### src/wmpc_pkg.sv
`timescale 1ns / 1ps
// ----------------------------------------------------------------------------
// wmpc_pkg
// Shared types and constants for the windowed min-plus path cost block.
// ----------------------------------------------------------------------------
package wmpc_pkg;

   localparam int WINDOW_MAX  = 128;
   localparam int HEIGHT_BITS = 16;
   localparam int COST_BITS   = 40;
   localparam int LIMIT_BITS  = 8;
   localparam int CNT_BITS    = $clog2(WINDOW_MAX + 1);
   localparam int CSR_ADDR_W  = 3;
   localparam int CSR_DATA_W  = 32;

   localparam logic [COST_BITS-1:0] COST_MAX  = {COST_BITS{1'b1}};
   localparam logic [LIMIT_BITS-1:0] LIMIT_RESET = LIMIT_BITS'(2);

   // register index, taken from paddr[2]
   localparam logic REG_JUMP_LIMIT = 1'b0;

   typedef struct packed {
      logic [HEIGHT_BITS-1:0] height;
      logic                   restart;
   } req_type;

   typedef struct packed {
      logic [COST_BITS-1:0] min_cost;
      logic                 saturated;
   } rsp_type;

   // request travelling down the cell chain
   typedef struct packed {
      logic                   active;
      logic [HEIGHT_BITS-1:0] height;
      logic [COST_BITS-1:0]   best;
      logic [CNT_BITS-1:0]    remaining;
   } tok_type;

   // one stored history entry
   typedef struct packed {
      logic [HEIGHT_BITS-1:0] height;
      logic [COST_BITS-1:0]   cost;
   } ent_type;

   typedef enum logic [1:0] {
      ST_IDLE,
      ST_SCAN,
      ST_FINISH
   } state_type;

   // clamp the jump limit into 1..WINDOW_MAX
   function automatic logic [CNT_BITS-1:0] clamp_limit(input logic [LIMIT_BITS-1:0] lim);
      int unsigned v;
      v = int'(lim);
      if (v < 1) v = 1;
      if (v > WINDOW_MAX) v = WINDOW_MAX;
      return CNT_BITS'(v);
   endfunction

endpackage

### src/wmpc_cell.sv
`timescale 1ns / 1ps
// ----------------------------------------------------------------------------
// wmpc_cell
// One history slot: holds a height and its cost, folds the passing request's
// candidate cost into its running minimum, and shifts its entry onward.
// ----------------------------------------------------------------------------
module wmpc_cell
   import wmpc_pkg::*;
(
   input  logic    clock,
   input  logic    reset,
   input  tok_type tok_in,
   output tok_type tok_out,
   input  logic    shift_en,
   input  ent_type ent_in,
   output ent_type ent_out
);

   tok_type tok_ff, tok_in_next;
   ent_type ent_ff;

   logic [HEIGHT_BITS-1:0] diff;
   logic [COST_BITS:0]     sum;
   logic [COST_BITS-1:0]   cand;

   always_comb begin
      if (tok_in.height >= ent_ff.height) begin
         diff = tok_in.height - ent_ff.height;
      end else begin
         diff = ent_ff.height - tok_in.height;
      end
      sum  = {1'b0, ent_ff.cost} + (COST_BITS + 1)'(diff);
      cand = sum[COST_BITS] ? COST_MAX : sum[COST_BITS-1:0];

      tok_in_next = tok_in;
      if (tok_in.active && (tok_in.remaining != '0)) begin
         tok_in_next.remaining = tok_in.remaining - 1'b1;
         if (cand < tok_in.best) begin
            tok_in_next.best = cand;
         end
      end
   end

   always_ff @(posedge clock) begin
      if (reset) begin
         tok_ff.active <= 1'b0;
      end else begin
         tok_ff.active <= tok_in_next.active;
      end
      tok_ff.height    <= tok_in_next.height;
      tok_ff.best      <= tok_in_next.best;
      tok_ff.remaining <= tok_in_next.remaining;
      if (shift_en) begin
         ent_ff <= ent_in;
      end
   end

   assign tok_out = tok_ff;
   assign ent_out = ent_ff;

endmodule

### config.mk
export PLATFORM = sky130hd
export DESIGN_NAME = wmpc_cell
export DESIGN_NICKNAME = d
export VERILOG_FILES = /design/src/wmpc_pkg.sv /design/src/wmpc_cell.sv
export SDC_FILE = /design/constraint.sdc
export NUM_CORES = 1
export LEC_CHECK = 0
export BUFFER_PORTS_ARGS = -buffer_cell sky130_fd_sc_hd__buf_2
export CAP_MARGIN = 10
export CORE_UTILIZATION = 56
export DETAILED_ROUTE_END_ITERATION = 12
export PLACE_DENSITY = 0.87
export SLEW_MARGIN = 20
export SYNTH_ARGS = -nofsm -noshare
export SYNTH_HDL_FRONTEND = slang
export SYNTH_SLANG_ARGS = --single-unit
### constraint.sdc
create_clock -name clock -period 17.9 [get_ports clock]
set_clock_uncertainty 0.1 [all_clocks]
set_input_delay 0.895 -clock clock [delete_from_list [all_inputs] [get_ports clock]]
set_output_delay 0.895 -clock clock [all_outputs]
set_load 0.01 [all_outputs]
After elaboration in Yosys (flattened, before gate mapping)
Cells that the tools add are included.
{"block": "op_classes", "order_cmp": 2, "addsub": 4, "n_mux": 4, "n_reduce_logical": 2}
{"op": "$mux W40", "count": 2}
{"op": "$mux W48", "count": 1}
{"op": "$add A40 B16 Y41", "count": 1}
{"op": "$lt A40 B40 Y1", "count": 1}
{"op": "$sub A16 B16 Y16", "count": 2}
{"op": "$ge A16 B16 Y1", "count": 1}
{"op": "$mux W16", "count": 1}
{"op": "$reduce_bool A8 Y1", "count": 1}
{"op": "$sub A8 B1 Y8 const B", "count": 1}
{"op": "$logic_and A1 B1 Y1", "count": 1}
{"block": "totals", "ff_bits": 121, "output_inout_bits": 121, "in_bits": 124}

Depth between registers and ports, before layout
Gate-level depths: netlist (run 1).
{"block": "depth", "ltp_word": 7, "mapped_depth": 31}

Least setup slack after synthesis (run 1)
OpenSTA, ideal clock, no wires.
{"block": "synth_timing", "path_type": "in2reg", "startpoint": "input tok_in[53] (netlist name)", "endpoint": "register tok_ff (netlist bit tok_out[10])", "t_arrival_ns": 7.023, "stages": 27, "slack_ns": 10.656, "n_path_buf": 4, "path_cell_list": "inv_1 -> ha_1 -> clkbuf_1 -> nand4_1 -> a311oi_1 -> a21oi_1 -> a31oi_1 -> clkbuf_1 -> mux2i_1 -> xnor2_1 -> ha_1 -> o211ai_1 -> a21oi_1 -> o41a_1 -> a32o_1 -> o21ba_2 -> nand2_2 -> buf_2 -> a31oi_1 -> ha_1 -> nand4_1 -> nor4_2 -> nand2_1 -> or3_1 -> o41ai_4 -> buf_6 -> mux2_4"}
{"element": "from (decl)", "line": "wmpc_cell.sv:12", "rtl": "input tok_type tok_in,"}
{"element": "to (decl)", "line": "wmpc_cell.sv:19", "rtl": "tok_type tok_ff, tok_in_next;"}

==> results of run 1 <==
==> worst register-to-register path, delay by kind of cell, from the launching register on <==
family / cells / cell delay, ns
xor+xnor: 1 / 0.18
buf+inv: 2 / 0.76
compound gates: 11 / 2.56
fa+ha+maj: 3 / 1.19
flops: 1 / 0.44
mux: 2 / 0.63
simple gates: 7 / 2.04
==> flip-flops by register name (all words and copies together) (netlist names) <==
signal   count
tok_out     65
ent_out     56
==> final timing paths <==
path	endpoint	slack (ns)	depth (start not counted)
worst min register to register	tok_out[35]	0.65	3
worst max register to register	tok_out[25]	9.89	26
worst max-delay path	tok_out[25]	9.70	28
worst min-delay path	tok_out[50]	0.50	1
==> cell families after synthesis <==
family,after synthesis,share of synthesized area [%]
compound gates,165,14.4
xor+xnor,46,5.27
fa+ha+maj,91,15.2
buf+inv,110,5.87
flops,121,39.0
mux,48,8.93
simple gates,178,11.4
==> layout make-up <==
type                    instances  area share, %
clock buffers                  19           4.71
inverters                      86           3.36
well taps                     176           2.29
repair buffers                248           13.0
flip-flops and latches        121           31.0
diodes                          1         0.0260
multi-input cells             528           43.9
clock inverters                13           1.73
==> power by group <==
| group | leakage [nW] | switching, mW | internal, mW | total [mW] |
|---|---|---|---|---|
| Clock | 0.296 | 0.129 | 0.227 | 0.356 |
| Sequential | 1.10 | 0.0183 | 0.326 | 0.344 |
| Combinational | 3.45 | 0.248 | 0.196 | 0.444 |
| Total | 4.84 | 0.395 | 0.749 | 1.14 |
==> metal layers <==
metal	global-route usage, %	vias up	part of all wire [%]
met1	32.7	3098	41
met5	0	-	0
met3	6.51	44	6.4
met2	48.4	300	50
met4	12.3	0	2.9
li1	-	3181	-
==> cell usage after synthesis (3+ instances only) <==
| master | n |
|---|---|
| a211oi_1 | 10 |
| a21o_1 | 22 |
| a21oi_1 | 54 |
| a31oi_1 | 14 |
| and2_1 | 5 |
| and3_1 | 5 |
| and4_1 | 4 |
| buf_2 | 4 |
| buf_6 | 4 |
| clkbuf_1 | 15 |
| dfxtp_1 | 65 |
| edfxtp_1 | 56 |
| fa_1 | 3 |
| ha_1 | 88 |
| inv_1 | 86 |
| mux2_4 | 40 |
| mux2i_1 | 6 |
| nand2_1 | 64 |
| nand2b_1 | 6 |
| nand3_1 | 15 |
| nand4_1 | 18 |
| nor2_1 | 33 |
| nor2b_1 | 6 |
| nor3_1 | 7 |
| nor4_1 | 5 |
| o211ai_1 | 6 |
| o21ai_0 | 24 |
| o21bai_1 | 5 |
| o31ai_1 | 3 |
| or3_1 | 3 |
| xnor2_1 | 20 |
| xor2_1 | 26 |
==> metrics by stage <==
stage               util [%]  cells  instance area [um2]  worst slack (ns)
floorplan                  -    759                 7650             10.66
global placement        67.7   1159                 9000              9.67
detailed placement      67.7   1159                 9000              9.42
CTS                     72.3   1191                 9620              9.82
global route            72.4   1192                 9620              9.23
finish                  72.4   1192                 9620              9.70
==> metrics.yaml, run 1 <==
seq_area_frac_synth_pct: 39.0
total_power_mw: 1.14
grtUsageTotal_pct: 27.9
ys_async_sr_fraction_pct: 0
hp-start: "tok_in[50]"
viasPerCell: 5.56
wl_per_cell_um: 16.4
syn-num-nets: 974
end_kind: "register"
clkTransAtPathRegs_ns: 0.06
finalSetupViolations: 0
ant_nets: 0
via_count: 6623
clock_latency_ns: 0.42
worstPathRequired_ns: 18.10
synthTopCellsByArea: "edfxtp_1 (22%), dfxtp_1 (17%), ha_1 (14%)"
critPathKind: "in2reg"
worst_pin_slew_ns: 0.751
fill_cells: 959
cts_resized: 0
mostFrequentLayoutCells: "buf_2 (244), ha_1 (88), inv_1 (86)"
drive_above_1_share_pct: 33.0
drc_errors: 0
p_per_area_nw_per_um2: 119
synthToLayoutAreaGrowth_pct: 25.8
yosys.area.top_type: "edfxtp_1"
post_cts_buffers: 0
grt_max_degree: 57
slew_headroom_pct: 49.9
synth_cell_types: 62
grt_overflow: 0
die_x_um: 119
cts.sinks: 121
numCtsBuffers: 17
final_common_cell: "buf_2"
core-area_um2: 13300
firstDrtPassIters: 6
drv_slew: 0
die_area_um2: 14100
multi_input_area_um2: 4220
antenna_found_initial: 1
die_h_um: 119
finalHoldViolations: 0
min_period_over_period_pct: 45.8
grt_pass1_vias: 6489
critPathTopFamily: "compound AO/OA/AOI/OAI gates"
ir_worst_vdd_mv: 0.0781
initial_core_util_pct: 57.5
grt_pass1_wl_um: 30800
cts_root_buf: "clkbuf_16"
finalNetCount: 1217
status: "finished, final reports clean"
drt-initial-drc-count: 375
crit_slowest_cell: "nand2_2"
cts_hold_buf: 0
max_freq_mhz: 122
synth_top_cell_area_share_pct: 22.0
seqCellArea_um2: 2980
dpl.hpwl_um: 15100
slowest_delay_ns: 0.49
cts_tree: "done"
syn_inst: 759
cp_max_fo: 32
wl_um: 19500
leakage_nw: 4.84
rsz0062_at_grt: "no"
min_path_type: "in2reg"
hold-worst-slack_ns: 0.502
io_buffers: 244
startpoint_type: "input port"
ys_warn_count: 0
maxCapViolations: 0
tns_ns: 0
cts_buffer_depth: 2
fin_crit_ns: 8.20
synth-seq-cells: 121
ys.flop_type: "dfxtp_1"
routabilityCongestion: 0.901
io_pins: 245
rows: 42
critical_path_arrival_ns: 8.40
avgSynthCellArea_um2: 10.1
crit_buf_inv: 4
h-tree-depth: 4
r2r-start: "ent_out[47]"
startpoint: "tok_in[53]"
synth-edff-count: 56
syn-cell-area_um2: 7650
Note: power is estimated with default switching activity, not from simulation.
==> run 2: changes to the inputs <==
Settings changed: CORE_UTILIZATION 56 to 47, PLACE_DENSITY 0.87 to 0.78.
Clock period 17.9 ns to 7.1 ns, I/O delays scaled along.
==> metrics.yaml, run 2 (synthesis gave the netlist of run 1 again) <==
finalNetCount: 1304
clkTransAtPathRegs_ns: 0.06
cts_tree: "done"
tns_ns: 0
crit_top_cell: "a21o_1"
grt_pass1_vias: 6538
antenna_cells: 0
die_area_um2: 16800
final_common_cell: "buf_2"
grt_pass1_wl_um: 31400
hold-worst-slack_ns: 0.00839
drv_slew: 0
fill_cells: 1185
finalSetupViolations: 0
cts_buffer_depth: 2
crit_slowest_cell: "or4_4"
maxCapViolations: 0
seqCellArea_um2: 2980
reg2reg_depth: 31
status: "finished, final reports clean"
hp-start: "ent_in[10]"
r2r_slack_ns: 0.13
min_period_over_period_pct: 98.1
largest_reg_flops: 65
min_path_type: "in2reg"
ir_worst_vdd_mv: 0.201
mostFrequentLayoutCells: "buf_2 (244), inv_1 (85), ha_1 (77)"
io_pins: 245
clock_latency_ns: 0.43
drt-initial-drc-count: 465
slowest_delay_ns: 0.53
fin_crit_ns: 6.97
io_buffers: 244
rows: 46
r2r_end: "tok_out[47]"
grt_overflow: 0
antenna_found_initial: 0
h-tree-depth: 4
cts.sinks: 121
p_per_area_nw_per_um2: 277
worst_pin_slew_ns: 0.758
grtUsageTotal_pct: 24.4
routabilityCongestion: 0.920
critical_path_arrival_ns: 7.17
wl_per_cell_um: 16.5
r2r-start: "ent_out[40]"
cp_max_fo: 8
drc_errors: 0
core-area_um2: 15900
finalHoldViolations: 0
leakage_nw: 5.28
startpoint_type: "register"
holdPathStages: 1
worstPathRequired_ns: 7.31
ant_nets: 0
stdcell_count: 1318
initial_core_util_pct: 48.1
max_freq_mhz: 144
firstDrtPassIters: 5
dpl_worst_slack_ns: -0.167
via_count: 6982
numCtsBuffers: 17
slew_headroom_pct: 49.4
hold_end: "ent_out[10]"
die_h_um: 130
dp.cells: 1209
grt_max_degree: 57
die_x_um: 130
postLayoutSetupSlackWorst_ns: 0.132
critPathKind: "reg2reg"
dpl.hpwl_um: 15200
viasPerCell: 5.30
drive_above_1_share_pct: 36.2
wl_um: 21700
synthToLayoutAreaGrowth_pct: 41.4
multi_input_area_um2: 4510
end_kind: "register"
cts_root_buf: "clkbuf_16"
## run 2: metrics by stage
stage | util (%) | power [mW] | cell area [um2]
after floorplan | - | 1.66 | 7650
after global placement | 57.5 | 1.97 | 9140
after CTS | 65.8 | 2.91 | 10500
final | 68.1 | 3.00 | 10800
after detailed placement | 57.5 | 2.00 | 9140
after global routing | 68.1 | 3.18 | 10800
## run 2: how the worst max path moves through the flow
| stage | to | slack [ns] | start |
|---|---|---|---|
| after detailed placement | tok_out[42] | -0.17 | ent_out[40] |
| after floorplan | tok_out[10] | 0.30 | ent_out[45] |
| after CTS | tok_out[42] | 0.01 | ent_out[40] |
| after global placement | tok_out[15] | 0.006 | tok_in[48] |
| final | tok_out[47] | 0.13 | ent_out[40] |
| after global routing | tok_out[47] | -0.17 | tok_in[53] |
## run 2: cell type report
type / count / area share, %
multi-input combinational: 528 / 41.7
inverter: 86 / 2.99
timing repair buffer: 335 / 19.8
sequential: 121 / 27.6
clock buffer: 19 / 4.00
tap: 216 / 2.50
clock inverter: 13 / 1.42
## run 2: what timing repair did
item                       4_1_cts  5_1_grt
gates resized for setup         11       57
pin swaps                        2       28
buffers inserted                 1       10
gates cloned                     1        2
setup endpoints to repair       40       40
hold buffers                    63        0
hold endpoints to repair        63        0
## run 2: per-layer routing
metal  wire (um)  GRT usage, %  part of all wire [%]
met1        9060          30.2                    42
met3        1300          5.16                   6.0
met2       10700          40.7                    49
met5           0             0                     0
met4         724          11.3                   3.3
## run 2: worst max-delay path: cells and delay by family (launching register included)
family	cells	cell delay, ns
AO/OA/AOI/OAI	14	2.43
adder cells (fa/ha/maj)	4	1.14
AND/OR/NAND/NOR	5	1.37
multiplexers	1	0.29
buffers and inverters	5	0.67
XOR/XNOR	2	0.41
flip-flops	1	0.43
## run 2: power breakdown
group / switching (mW) / leakage, nW / internal, mW / total, mW
registers: 0.0444 / 1.10 / 0.822 / 0.866
logic: 0.686 / 3.91 / 0.575 / 1.26
clock network: 0.322 / 0.280 / 0.548 / 0.870
==> run 3: changes to the inputs <==
Settings changed: SETUP_SLACK_MARGIN from default to 0.15.
==> metrics.yaml, run 3 (synthesis gave the netlist of run 1 again) <==
multi_input_area_um2: 4550
routabilityCongestion: 0.920
grt_pass1_wl_um: 31900
cts.sinks: 121
io_buffers: 244
die_area_um2: 16800
h-tree-depth: 4
startpoint_type: "register"
ant_nets: 0
wl_per_cell_um: 16.9
total_power_mw: 3.02
slew_headroom_pct: 48.2
drc_errors: 0
mostFrequentLayoutCells: "buf_2 (244), inv_1 (84), ha_1 (75)"
rsz0062_at_grt: "yes"
slowest_delay_ns: 0.43
finalHoldViolations: 0
critPathKind: "reg2reg"
clock_latency_ns: 0.43
min_period_over_period_pct: 99.5
finalNetCount: 1310
grt_max_degree: 57
core-area_um2: 15900
drt-initial-drc-count: 453
max_freq_mhz: 142
via_count: 7063
wl_um: 22400
fin_crit_ns: 7.06
largest_reg_flops: 65
firstDrtPassIters: 5
finalSetupViolations: 0
worstPathRequired_ns: 7.31
initial_core_util_pct: 48.1
viasPerCell: 5.33
die_h_um: 130
leakage_nw: 5.31
rows: 46
p_per_area_nw_per_um2: 277
synthToLayoutAreaGrowth_pct: 42.6
grt_pass1_vias: 6618
io_pins: 245
crit_slowest_cell: "edfxtp_1"
dpl.hpwl_um: 15200
status: "finished, final reports clean"
clkTransAtPathRegs_ns: 0.06
numCtsBuffers: 17
antenna_found_initial: 0
crit_top_cell: "buf_4"
grtUsageTotal_pct: 24.7
cts_tree: "done"
drv_slew: 0
cts_root_buf: "clkbuf_16"
final_common_cell: "buf_2"
tns_ns: 0
cts_buffer_depth: 2
cp_max_fo: 8
grt_overflow: 0
fill_cells: 1171
ir_worst_vdd_mv: 0.189
utilization_pct: 68.6
worst_pin_slew_ns: 0.778
seqCellArea_um2: 2980
maxCapViolations: 0
critical_path_arrival_ns: 7.27
antenna_cells: 0
end_kind: "register"
die_x_um: 130
drive_above_1_share_pct: 37.6
min_path_type: "in2reg"
[run 3: cell count changes in the layout (fill, tap and decap cells not counted), sizes merged]
cell | before | now
o21ba | 1 | 2
buf | 269 | 273
clkbuf | 22 | 23
[run 3: final timing paths]
kind / start / to / slack [ns] / depth (start not counted)
min: ent_in[10] / ent_out[10] / 0.007 / 1
max: ent_out[40] / tok_out[34] / 0.04 / 30
max reg2reg: ent_out[40] / tok_out[34] / 0.04 / 30
min reg2reg: ent_out[20] / tok_out[28] / 0.64 / 3
[run 3: what timing repair did]
action	in CTS	in global routing
endpoints found under the hold margin	63	0
pin swaps	7	22
resized for setup	22	59
buffers inserted	3	11
setup endpoints to repair	40	40
gates cloned	2	4
hold buffers	63	0
[run 3: critical path: cells and delay by family, from the launching register on]
kind | cells | cell delay, ns
adders and majority gates | 4 | 1.07
buffers and inverters | 6 | 0.83
AOI/OAI and AO/OA | 11 | 2.11
muxes | 2 | 0.68
xor gates and xnor gates | 1 | 0.28
and+or+nand+nor | 6 | 1.42
DFF | 1 | 0.43
[run 3: power by group]
group | total, mW | internal (mW) | switching (mW)
sequential | 0.866 | 0.822 | 0.0443
combinational | 1.28 | 0.580 | 0.697
clock | 0.873 | 0.548 | 0.326
[run 3: final cells by class]
type / count / area share [%]
multi-input combinational: 529 / 41.7
clock inverter: 13 / 1.41
inverter: 86 / 2.96
sequential: 121 / 27.4
clock buffer: 19 / 3.97
timing repair buffer: 340 / 20.1
tap: 216 / 2.48
[run 3: routing by layer]
metal	track usage (%)	up-vias	routed length (um)
met5	0	-	0
met4	12.4	0	839
met3	5.66	61	1480
met2	41.0	316	10900
met1	30.2	3302	9140
li1	-	3384	-
[run 3: metrics by stage]
step	hold slack, ns	area [um2]	worst slack [ns]	std cells
floorplan	0.283	7650	0.303	759
global placement	0.388	9140	0.00636	1209
detailed placement	0.387	9140	-0.167	1209
CTS	0.000724	10500	0.149	1309
global route	-0.00451	10900	-0.131	1324
finish	0.00697	10900	0.0359	1324
